<file path="src/rtl/core/tlpt_pkg.sv">
// ----------------------------------------------------------------------------
// tlpt_pkg: shared definitions of the two-level page table engine
// Table sizes, field widths, status codes and the control/status bundles
// that pass between the controller and the datapath.
// ----------------------------------------------------------------------------
package tlpt_pkg;

    localparam int DIR_ENTRIES   = 1024;
    localparam int TABLE_ENTRIES = 1024;
    localparam int TABLE_SLOTS   = 16;

    localparam int PAGE_W   = 20;
    localparam int FLAG_W   = 9;
    localparam int COUNT_W  = 21;
    localparam int STATUS_W = 2;

    // Index widths. Both table sizes are powers of two.
    localparam int DIR_W   = $clog2(DIR_ENTRIES);
    localparam int TAB_W   = $clog2(TABLE_ENTRIES);
    localparam int SLOT_W  = (TABLE_SLOTS > 1) ? $clog2(TABLE_SLOTS) : 1;
    localparam int NF_W    = $clog2(TABLE_SLOTS + 1);
    localparam int TADDR_W = SLOT_W + TAB_W;
    localparam int TDEPTH  = 1 << TADDR_W;

    // Directory word: {present, slot}. Table word: {present, flags, page}.
    localparam int DWORD_W = 1 + SLOT_W;
    localparam int ENTRY_W = 1 + FLAG_W + PAGE_W;

    localparam logic [COUNT_W-1:0] MAX_RUN = COUNT_W'(1) << PAGE_W;

    localparam int IN_DATA_W  = ((2 * PAGE_W + COUNT_W + FLAG_W + 7) / 8) * 8;
    localparam int OUT_DATA_W = ((STATUS_W + PAGE_W + FLAG_W + 7) / 8) * 8;

    localparam logic [STATUS_W-1:0] ST_OK        = 2'd0;
    localparam logic [STATUS_W-1:0] ST_NOT_FOUND = 2'd1;
    localparam logic [STATUS_W-1:0] ST_NO_SLOT   = 2'd2;

    localparam logic CMD_LOOKUP = 1'b0;
    localparam logic CMD_MAP    = 1'b1;

    typedef struct packed {
        logic                load;
        logic                init_step;
        logic                clr_step;
        logic                alloc;
        logic                cache_fill;
        logic                map_write;
        logic                out_load;
        logic [STATUS_W-1:0] out_status;
        logic                out_hit;
    } ctrl_cmd_t;

    typedef struct packed {
        logic init_last;
        logic clr_last;
        logic cache_hit;
        logic dir_present;
        logic slots_full;
        logic entry_present;
        logic count_zero;
        logic out_free;
    } ctrl_sts_t;

endpackage

</file>
<file path="src/rtl/core/tlpt_ctrl.sv">
// ----------------------------------------------------------------------------
// tlpt_ctrl: sequencer of the page table engine
// Runs the directory sweep after reset, the two-read lookup and the map walk
// with slot allocation, and hands results to the output register.
// ----------------------------------------------------------------------------
module tlpt_ctrl (
    input  logic                clk,
    input  logic                rst_n,
    input  logic                in_valid,
    input  logic                in_command,
    output logic                in_ready,
    input  tlpt_pkg::ctrl_sts_t sts,
    output tlpt_pkg::ctrl_cmd_t cmd
);

    localparam logic [3:0] S_INIT  = 4'd0;
    localparam logic [3:0] S_IDLE  = 4'd1;
    localparam logic [3:0] S_LREAD = 4'd2;
    localparam logic [3:0] S_LDIR  = 4'd3;
    localparam logic [3:0] S_LTAB  = 4'd4;
    localparam logic [3:0] S_WALK  = 4'd5;
    localparam logic [3:0] S_DCHK  = 4'd6;
    localparam logic [3:0] S_CLEAR = 4'd7;

    logic [3:0] state_reg, state_next;

    always_comb
    begin
        state_next = state_reg;
        cmd        = '0;
        in_ready   = 1'b0;

        case (state_reg)
            S_INIT:
            begin
                cmd.init_step = 1'b1;
                if (sts.init_last)
                begin
                    state_next = S_IDLE;
                end
            end
            S_IDLE:
            begin
                in_ready = 1'b1;
                if (in_valid)
                begin
                    cmd.load   = 1'b1;
                    state_next = (in_command == tlpt_pkg::CMD_MAP) ? S_WALK : S_LREAD;
                end
            end
            S_LREAD:
            begin
                state_next = S_LDIR;
            end
            S_LDIR:
            begin
                if (sts.dir_present)
                begin
                    state_next = S_LTAB;
                end
                else if (sts.out_free)
                begin
                    cmd.out_load   = 1'b1;
                    cmd.out_status = tlpt_pkg::ST_NOT_FOUND;
                    state_next     = S_IDLE;
                end
            end
            S_LTAB:
            begin
                if (sts.out_free)
                begin
                    cmd.out_load   = 1'b1;
                    cmd.out_hit    = sts.entry_present;
                    cmd.out_status = sts.entry_present ? tlpt_pkg::ST_OK
                                                       : tlpt_pkg::ST_NOT_FOUND;
                    state_next     = S_IDLE;
                end
            end
            S_WALK:
            begin
                if (sts.count_zero)
                begin
                    if (sts.out_free)
                    begin
                        cmd.out_load   = 1'b1;
                        cmd.out_status = tlpt_pkg::ST_OK;
                        state_next     = S_IDLE;
                    end
                end
                else if (sts.cache_hit)
                begin
                    cmd.map_write = 1'b1;
                end
                else
                begin
                    // The directory read of this page lands next cycle.
                    state_next = S_DCHK;
                end
            end
            S_DCHK:
            begin
                if (sts.dir_present)
                begin
                    cmd.cache_fill = 1'b1;
                    state_next     = S_WALK;
                end
                else if (!sts.slots_full)
                begin
                    state_next = S_CLEAR;
                end
                else if (sts.out_free)
                begin
                    cmd.out_load   = 1'b1;
                    cmd.out_status = tlpt_pkg::ST_NO_SLOT;
                    state_next     = S_IDLE;
                end
            end
            S_CLEAR:
            begin
                cmd.clr_step = 1'b1;
                if (sts.clr_last)
                begin
                    cmd.alloc  = 1'b1;
                    state_next = S_WALK;
                end
            end
            default:
            begin
                state_next = S_INIT;
            end
        endcase
    end

    always_ff @(posedge clk or negedge rst_n)
    begin
        if (!rst_n)
        begin
            state_reg <= S_INIT;
        end
        else
        begin
            state_reg <= state_next;
        end
    end

    // A table entry is written only through a directory entry that is known.
    assert property (@(posedge clk) disable iff (!rst_n)
        cmd.map_write |-> sts.cache_hit && !sts.count_zero)
        else $error("map write without a resolved directory entry");

    // A slot is handed out only after its full clearing pass, and only if free.
    assert property (@(posedge clk) disable iff (!rst_n)
        cmd.alloc |-> cmd.clr_step && sts.clr_last && !sts.slots_full)
        else $error("slot allocated before clearing or beyond the last slot");

    // A result never overwrites one that is still waiting.
    assert property (@(posedge clk) disable iff (!rst_n)
        cmd.out_load |-> sts.out_free)
        else $error("result loaded while output register is held");

    // Nothing is accepted or written to the table store during the reset sweep.
    assert property (@(posedge clk) disable iff (!rst_n)
        (state_reg == S_INIT) |-> !in_ready && !cmd.map_write && !cmd.clr_step)
        else $error("activity during the directory sweep");

    // The clearing counter only moves while a fresh slot is being cleared.
    assert property (@(posedge clk) disable iff (!rst_n)
        cmd.clr_step |=> (state_reg == S_CLEAR) || (state_reg == S_WALK))
        else $error("clearing pass left unexpectedly");

endmodule

</file>
<file path="config.mk">
export PLATFORM = sky130hd
export DESIGN_NAME = tlpt_ctrl
export DESIGN_NICKNAME = d
export VERILOG_FILES = /design/src/rtl/core/tlpt_pkg.sv /design/src/rtl/core/tlpt_ctrl.sv
export SDC_FILE = /design/constraint.sdc
export NUM_CORES = 1
export LEC_CHECK = 0
export BUFFER_PORTS_ARGS = -buffer_cell sky130_fd_sc_hd__buf_2
export CORE_AREA = 2 2 39 41
export DETAILED_ROUTE_END_ITERATION = 6
export DIE_AREA = 0 0 41 43
export PLACE_DENSITY = 0.74
export SKIP_LAST_GASP = 1
export SYNTH_ARGS = -nofsm -noshare
export SYNTH_HDL_FRONTEND = slang
export SYNTH_SLANG_ARGS = --single-unit
</file>
<file path="constraint.sdc">
create_clock -name clk -period 1.86 [get_ports clk]
set_input_delay 0.372 -clock clk [delete_from_list [all_inputs] [get_ports clk]]
set_output_delay 0.372 -clock clk [all_outputs]
set_load 0.1 [all_outputs]
</file>
==> impl_results.md, run 1 <==
* Worst R2R Setup Slack at ~0.11 ns
* Skew final at about 0.0057 ns
* Worst vdd ir at between 600 and 700 uV
* Crit Path Class: reg -> out
* Root Buffer: clkbuf_4
* Asr flop ratio synth at between 90% and 100%
* #FFs+latches synth at 4
* Row count at 14
* Max-slew violations at 0
* Overflow after GRT at 0
* Synth cell types at 34
* Tcrit/Tclk final at 109%
* Worst Hold Depth at 2
* Vias in the first global route at around 590
* Hold crit path type: in -> reg
* Largest net degree at the start of global routing at 16
* FF-to-FF path depth at 8
* Max FFs per register at 4
* Via/cell ratio at about 5.5
* Max-capacitance violation count at 0
* P_leak at 0.000439 uW
* Reg2reg start: state_reg[2]
* Initial Utilization at roughly a third
* Top post-synthesis cells by area: dfrtp_1, inv_1, a21oi_1
* N_diodes at 0
* Crit. Startpoint: state_reg[0]
* Gr usage total at between 20% and 30%
* Failing checks: negative setup slack
* Status: finished, violations left
* CP Launch Type: flop
* Clk_lat worst skew at between 0.2 and 0.3 ns
* RR Endpoint: state_reg[0]
* Layout net count at 123
* Number of flops mapped to enable cells by yosys at 0
* Drt wl/cell at between 10 and 15 um
* Syn Nets at 80
* Via count at ~690
* Commonest non-fill, non-tap cells in the layout: buf_4, buf_12, buf_2
* Drt pass-1 iters at 4
* Core Area at 0.00138 mm^2
* Synth area leader: dfrtp_1
* CP max-delay cell: or4_1
* Final Setup Violations at 3
* Top_reg_cell synth: dfrtp_1
* CTS tree: yes
* Syn Area/Cell at approximately 6.9 um^2
* Antenna-violating nets left at 0
* Post-DP HPWL at approximately 1.2 mm
* Top-area cell type share of the netlist area at 21.3%
* Ports at 23
* Clock Sinks at 4
* Critical path peak fanout at 2
* Layout area overhead at 132%
* First-pass GRT wire length at about 2.6 mm
* Synth warn at 0
* Sequential fraction of the synthesis area at 21.3%
* Pwr/cell area at roughly 1000 mW/mm^2
* Die Width at 41 um
* CP bufs+invs at 1
* DR iter-0 viols at 20
* Setup TNS at -0.348 ns
* CP max stage delay at 0.53 ns
* Share of layout cells above drive strength 1 at 62.4%
* Pre-CTS setup slack at -0.0124 ns
* Crit path required time at around 1.5 ns
* Clk buf depth at 2
* Mapped Area at 470 um^2
* Final Hold Viols at 0
* Die Y at 43 um
* Crit path max-delay family: simple AND/OR/NAND/NOR gates
* Synth Instances at between 60 and 70
* RSZ-0062 raised after global routing: true
* Die ar. at roughly 0.0018 mm^2
* Achievable frequency at 492 MHz
* Arrival @ worst endpoint at roughly 1.7 ns
* Placer Congestion at slightly above 0.8
* Period minus WS final at ~2.0 ns
* Worst Setup End Kind: output pin
* TritonCTS Buffers at 3
* Most common cell after layout, fill and taps aside: buf_4
* Routed WL at around 1.7 mm
* Residual DRC at 0
* WHS Endpoint: state_reg[1]
* H-tree Lvls at 1
* Fin worst setup slack at -0.175 ns
* Reg clk slew, reported paths at 0.04 ns
* Worst hold path startpoint: sts[6]
* Crit path cell chain: or4_1 > o31a_1 > nor3_4 > buf_12
* Initial antenna violation count at 0
* I/O Buffers at 22
cells in the mapped netlist (2+ instances only):
cell,number
a31oi_1,3
buf_2,4
a21oi_1,4
nand2_1,4
dfrtp_1,4
nand3_1,4
and2_1,2
nand2b_1,2
nor2_1,5
o22ai_1,2
nor3_1,4
inv_1,6
nor4_1,2
o21ai_0,2
metrics by stage:
stage | area [um^2] | utilization, % | hold WS, ns | power [uW] | std cells
global placement | 938 | 67.8 | 0.179 | 864 | 111
global route | 1090 | 78.8 | 0.368 | 1150 | 125
detailed placement | 938 | 67.8 | 0.182 | 877 | 111
floorplan | 592 | - | 0.0764 | 642 | 68
finish | 1090 | 78.8 | 0.364 | 1090 | 125
CTS | 1050 | 75.8 | 0.364 | 1040 | 123
where the power goes:
| group | leakage [uW] | internal, uW | switching, uW |
|---|---|---|---|
| combinational | 0.000379 | 354 | 484 |
| sequential | 0.0000467 | 114 | 17.8 |
| clock | 0.0000138 | 72.8 | 44.9 |
| total | 0.000439 | 541 | 547 |
worst max path at each step:
stage                               to  slack (ns)  depth (start not counted)
after global routing            cmd[1]       -0.23                          4
after global placement          cmd[1]       0.002                          5
final                           cmd[1]       -0.17                          4
after detailed placement        cmd[1]       -0.01                          5
after CTS                       cmd[1]       -0.17                          4
after floorplan           state_reg[0]       -0.46                          5
routing by layer:
| metal | wire, um | GRT usage [%] |
|---|---|---|
| met4 | 59 | 15.3 |
| met5 | 0 | 0 |
| met1 | 671 | 27.9 |
| met3 | 117 | 5.24 |
| met2 | 864 | 34.4 |
logic make-up (layout without fill, tap and decap cells):
kind of cell             after synthesis  in the layout  share of synthesized area, %
AO/OA/AOI/OAI                         19             19                          27.1
adder cells (fa/ha/maj)                1              1                          2.13
buffers and inverters                 11             52                          9.84
flip-flops                             4              4                          21.3
other                                  1              1                         0.797
AND/OR/NAND/NOR                       32             32                          38.8
area by class of cell:
class,count,area (um^2)
repair buffers,42,463
multi-input cells,53,450
fillers,90,294
flip-flops and latches,4,104
inverters,7,30.0
clock buffers,3,22.5
well taps,16,20.0
repair_timing:
action,4_1_cts,5_1_grt
pin swaps,6,4
hold buffers,1,0
gates resized for setup,4,7
setup endpoints to repair,7,10
buffers inserted,8,2
hold endpoints to repair,4,0
(Power assumes the default switching activity.)
==> run 2, diff against run 1 <==
--- a/config.mk
+++ b/config.mk
@@ -11,2 +11,3 @@
 export DIE_AREA = 0 0 41 43
+export HOLD_SLACK_MARGIN = 0.03
 export PLACE_DENSITY = 0.74
==> constraint.sdc (replaced) <==
create_clock -name clk -period 1.86 [get_ports clk]
set_input_delay 0.093 -clock clk [delete_from_list [all_inputs] [get_ports clk]]
set_output_delay 0.093 -clock clk [all_outputs]
set_load 0.1 [all_outputs]
==> impl_results.md, run 2 (synthesis results as in run 1) <==
* Drt wl/cell at 13.4 um
* Gr usage total at ~22%
* P_leak at slightly below 0.0004 uW
* Crit path max-delay family: simple AND/OR/NAND/NOR gates
* Crit path cell chain: or4_1 > o31a_1 > nor3_4 > buf_12
* Layout area overhead at 98.9%
* H-tree Lvls at 1
* I/O Buffers at 22
* Period minus WS final at 1.81 ns
* Antenna-violating nets left at 0
* Tcrit/Tclk final at between 90% and 100%
* N_diodes at 0
* Ports at 23
* CP max-delay cell: or4_1
* Row count at 14
* Die ar. at roughly 0.0018 mm^2
* Vias in the first global route at about 600
* Root Buffer: clkbuf_4
* Achievable frequency at between 500 and 600 MHz
* Placer Congestion at 0.945
* Pwr/cell area at 995 mW/mm^2
* Worst vdd ir at roughly 640 uV
* CP bufs+invs at 1
* Initial antenna violation count at 0
* Die Width at a little over 40 um
* Initial Utilization at 34.0%
* TritonCTS Buffers at 3
* Clock Sinks at 4
* Setup TNS at 0 ns
* Placed insts at 108
* Reg clk slew, reported paths at ~0.040 ns
* First-pass GRT wire length at 2.66 mm
* Via/cell ratio at ~5.6
* CTS tree: yes
* Final Non-Filler Cells at 119
* Final Setup Violations at 0
* Largest net degree at the start of global routing at 14
* Die Y at between 40 and 50 um
* Arrival @ worst endpoint at roughly 1.7 ns
* Post-layout util at 67.6%
* CP Launch Type: flop
* Residual DRC at 0
* Status: finished, final reports clean
* Commonest non-fill, non-tap cells in the layout: buf_2, buf_4, buf_12
* CP max stage delay at 0.52 ns
* Crit path required time at about 1.8 ns
* Skew final at 0.00233 ns
* Overflow after GRT at 0
* Routed WL at 1.59 mm
* Share of layout cells above drive strength 1 at a little under three fifths
* Post-DP HPWL at 1.21 mm
* Hold crit path type: in -> reg
* Max-capacitance violation count at 0
* Clk buf depth at 2
* Via count at approximately 670
* DR iter-0 viols at 31
* Clk_lat worst skew at around 0.24 ns
* Drt pass-1 iters at 4
* Core Area at 0.00138 mm^2
* Max-slew violations at 0
* Worst Setup End Kind: output pin
* Crit Path Class: reg -> out
* Critical path peak fanout at 3
* Most common cell after layout, fill and taps aside: buf_2
* Max FFs per register at 4
* Layout net count at 117
* Final Hold Viols at 0
run 2: cell count changes in the layout (fill, tap and decap cells not counted), moves of 2 or more:
cell / previous run / this run
buf_12: 12 / 8
buf_6: 2 / 0
buf_8: 2 / 0
nand3_2: 2 / 0
nand3_1: 2 / 4
buf_2: 11 / 14
nor2_2: 1 / 3
run 2: final timing paths:
kind / startpoint / to / slack [ns] / depth (start not counted)
min: sts[6] / state_reg[1] / 0.1 / 2
max reg2reg: state_reg[1] / state_reg[0] / 0.16 / 6
min in group asynchronous: rst_n / state_reg[2] / 0.19 / 2
max in group asynchronous: rst_n / state_reg[1] / 1.53 / 2
max: state_reg[1] / cmd[1] / 0.05 / 4
min reg2reg: state_reg[3] / state_reg[2] / 0.70 / 2
run 2: cell type report:
cell class	count	area (um^2)
Sequential cell	4	105
Timing Repair Buffer	36	338
Clock buffer	3	22.5
Tap cell	16	20.0
Fill cell	109	448
Inverter	7	30.0
Multi-Input combinational cell	53	420
run 2: timing repair:
item / 4_1_cts / 5_1_grt
endpoints found under the setup margin: 3 / 2
hold buffers: 1 / 0
resized for setup: 1 / 4
endpoints found under the hold margin: 4 / 0
pin swaps: 0 / 2
setup buffers: 5 / 2
gates cloned: 0 / 0
run 2: report_power, final:
part | total [uW] | internal, uW | switching [uW]
registers | 138 | 115 | 23.8
clock network | 112 | 72.5 | 39.9
logic | 680 | 240 | 440
total | 931 | 427 | 504
run 2: per-stage QoR:
step / hold slack, ns / instance area, um^2 / power (uW) / worst slack (ns)
detailed placement: -0.0970 / 838 / 755 / 0.127
global route: 0.0994 / 936 / 994 / -0.00695
global placement: -0.102 / 838 / 754 / 0.171
finish: 0.0979 / 936 / 931 / 0.0516
floorplan: -0.203 / 566 / 627 / -0.464
CTS: 0.0936 / 910 / 913 / 0.0396
run 2: per-layer routing:
metal / routed length, um / global-route usage, % / up-vias
li1: - / - / 323
met1: 677 / 31.3 / 314
met2: 796 / 30.3 / 34
met3: 118 / 6.28 / 0
met4: 0 / 10.0 / 0
met5: 0 / 0 / -
==> run 3, diff against run 2 <==
CORE_AREA = not set   (was 2 2 39 41)
CORE_MARGIN = 1.5   (was not set)
CORE_UTILIZATION = 35   (was not set)
DIE_AREA = not set   (was 0 0 41 43)
==> impl_results.md, run 3 (synthesis results as in run 1) <==
* Layout net count at about 120
* Share of layout cells above drive strength 1 at between 50% and 60%
* Vias in the first global route at ~560
* N_diodes at 0
* Routed WL at ~1.6 mm
* H-tree Lvls at 1
* Skew final at approximately 0.011 ns
* Fin worst setup slack at ~0.083 ns
* Max-slew violations at 0
* Residual DRC at 0
* Worst vdd ir at 845 uV
* Clock share of power at 11.7%
* Final Non-Filler Cells at roughly 120
* Crit path required time at between 1.5 and 2 ns
* Clk_lat worst skew at around 0.24 ns
* Max FFs per register at 4
* Arrival @ worst endpoint at about 1.7 ns
* Via count at 642
* Reg clk slew, reported paths at roughly 0.040 ns
* Ports at 23
* Placer Congestion at 0.842
* Pre-CTS setup slack at 0.152 ns
* Comb power frac at between 70 and 80%
* Final Setup Violations at 0
* P_leak at ~0.00037 uW
* Initial antenna violation count at 0
* Drt wl/cell at 13.8 um
* Antenna-violating nets left at 0
* Die ar. at roughly 0.0016 mm^2
* Pwr/cell area at between 1000 and 1500 mW/mm^2
* RSZ-0062 raised after global routing: false
* Final Hold Viols at 0
* Die Width at between 30 and 40 um
* Worst Setup End Kind: output pin
* Tcrit/Tclk final at 95.5%
* Clock Sinks at 4
* Via/cell ratio at ~5.5
* Pint at 436 uW
* Post-DP HPWL at ~1.2 mm
* Die Y at 39.7 um
* Initial Utilization at a little under two fifths
* Root Buffer: clkbuf_4
* Min Hold Slack at 0.112 ns
* Core Area at between 0.001 and 0.0015 mm^2
* CTS tree: yes
* Status: finished, final reports clean
* Overflow after GRT at 0
* Hold crit path type: in -> reg
* Commonest non-fill, non-tap cells in the layout: buf_2, buf_4, buf_12
* Clk buf depth at 2
* Placed insts at 106
* Net Switching at slightly above 500 uW
* Drt pass-1 iters at 4
* Sw frac at 53.8%
* I/O Buffers at 22
* DR iter-0 viols at 27
* Critical path peak fanout at 4
* Reg power frac at between 10% and 20%
* Row count at 13
* Most common cell after layout, fill and taps aside: buf_2
* TritonCTS Buffers at 3
* Period minus WS final at between 1.5 and 2 ns
* Layout area overhead at 93.1%
* CP Launch Type: flop
* Crit Path Class: reg -> out
* Largest net degree at the start of global routing at 10
* Max-capacitance violation count at 0
* Achievable frequency at roughly 560 MHz
* Gr usage total at 24.4%
* First-pass GRT wire length at 2.45 mm
[run 3: cell type report]
class	instances	area (um^2)
flip-flops and latches	4	104
well taps	15	18.8
multi-input cells	53	410
clock buffers	3	22.5
fillers	104	360
inverters	7	30.0
repair buffers	34	323
[run 3: what timing repair did]
| action | CTS | global route |
|---|---|---|
| hold buffers | 1 | 0 |
| buffers inserted | 6 | 0 |
| endpoints found under the hold margin | 4 | 0 |
| setup endpoints to repair | 3 | 1 |
| pin swaps | 0 | 1 |
| gates resized for setup | 1 | 0 |
[run 3: path summary, 6_finish.rpt]
| kind | start | to | slack [ns] | depth (start not counted) |
|---|---|---|---|---|
| setup / recovery | state_reg[0] | cmd[2] | 0.08 | 6 |
| hold / removal | sts[6] | state_reg[1] | 0.11 | 2 |
| setup reg to reg | state_reg[1] | state_reg[0] | 0.16 | 6 |
| hold reg to reg | state_reg[2] | state_reg[2] | 0.71 | 3 |
| max in group asynchronous | rst_n | state_reg[1] | 1.52 | 2 |
| min in group asynchronous | rst_n | state_reg[2] | 0.20 | 2 |
[run 3: critical path, stage by stage, from the launching register on]
cell and delay (ns):
dfrtp_2 0.41, buf_4 0.17, buf_4 0.15, nor2_2 0.13, nand2_1 0.10, nor4_4 0.27, buf_12 0.21
[run 3: per-layer routing]
layer | vias up | routed length (um) | GRT usage, %
met1 | 295 | 665 | 29.3
met5 | - | 0 | 0
met4 | 0 | 0 | 12.9
met3 | 0 | 65 | 3.41
met2 | 28 | 865 | 41.4
li1 | 319 | - | -
[run 3: power groups by stage]
stage                     combinational [uW]  sequential (uW)  clock, uW
after detailed placement                 577              187          0
after CTS                                682              143        117
final                                    686              146        110
after floorplan                          472              155          0
after global routing                     728              149        123
after global placement                   578              188          0
[run 3: through the flow]
step                      util, %  cell area, um^2  setup TNS, ns  power [uW]
final                        71.6              908              0         943
after CTS                    71.6              908              0         942
after floorplan                 -              566          -1.72         627
after global placement       65.4              830              0         766
after global routing         71.6              908              0        1000
after detailed placement     65.4              830              0         765
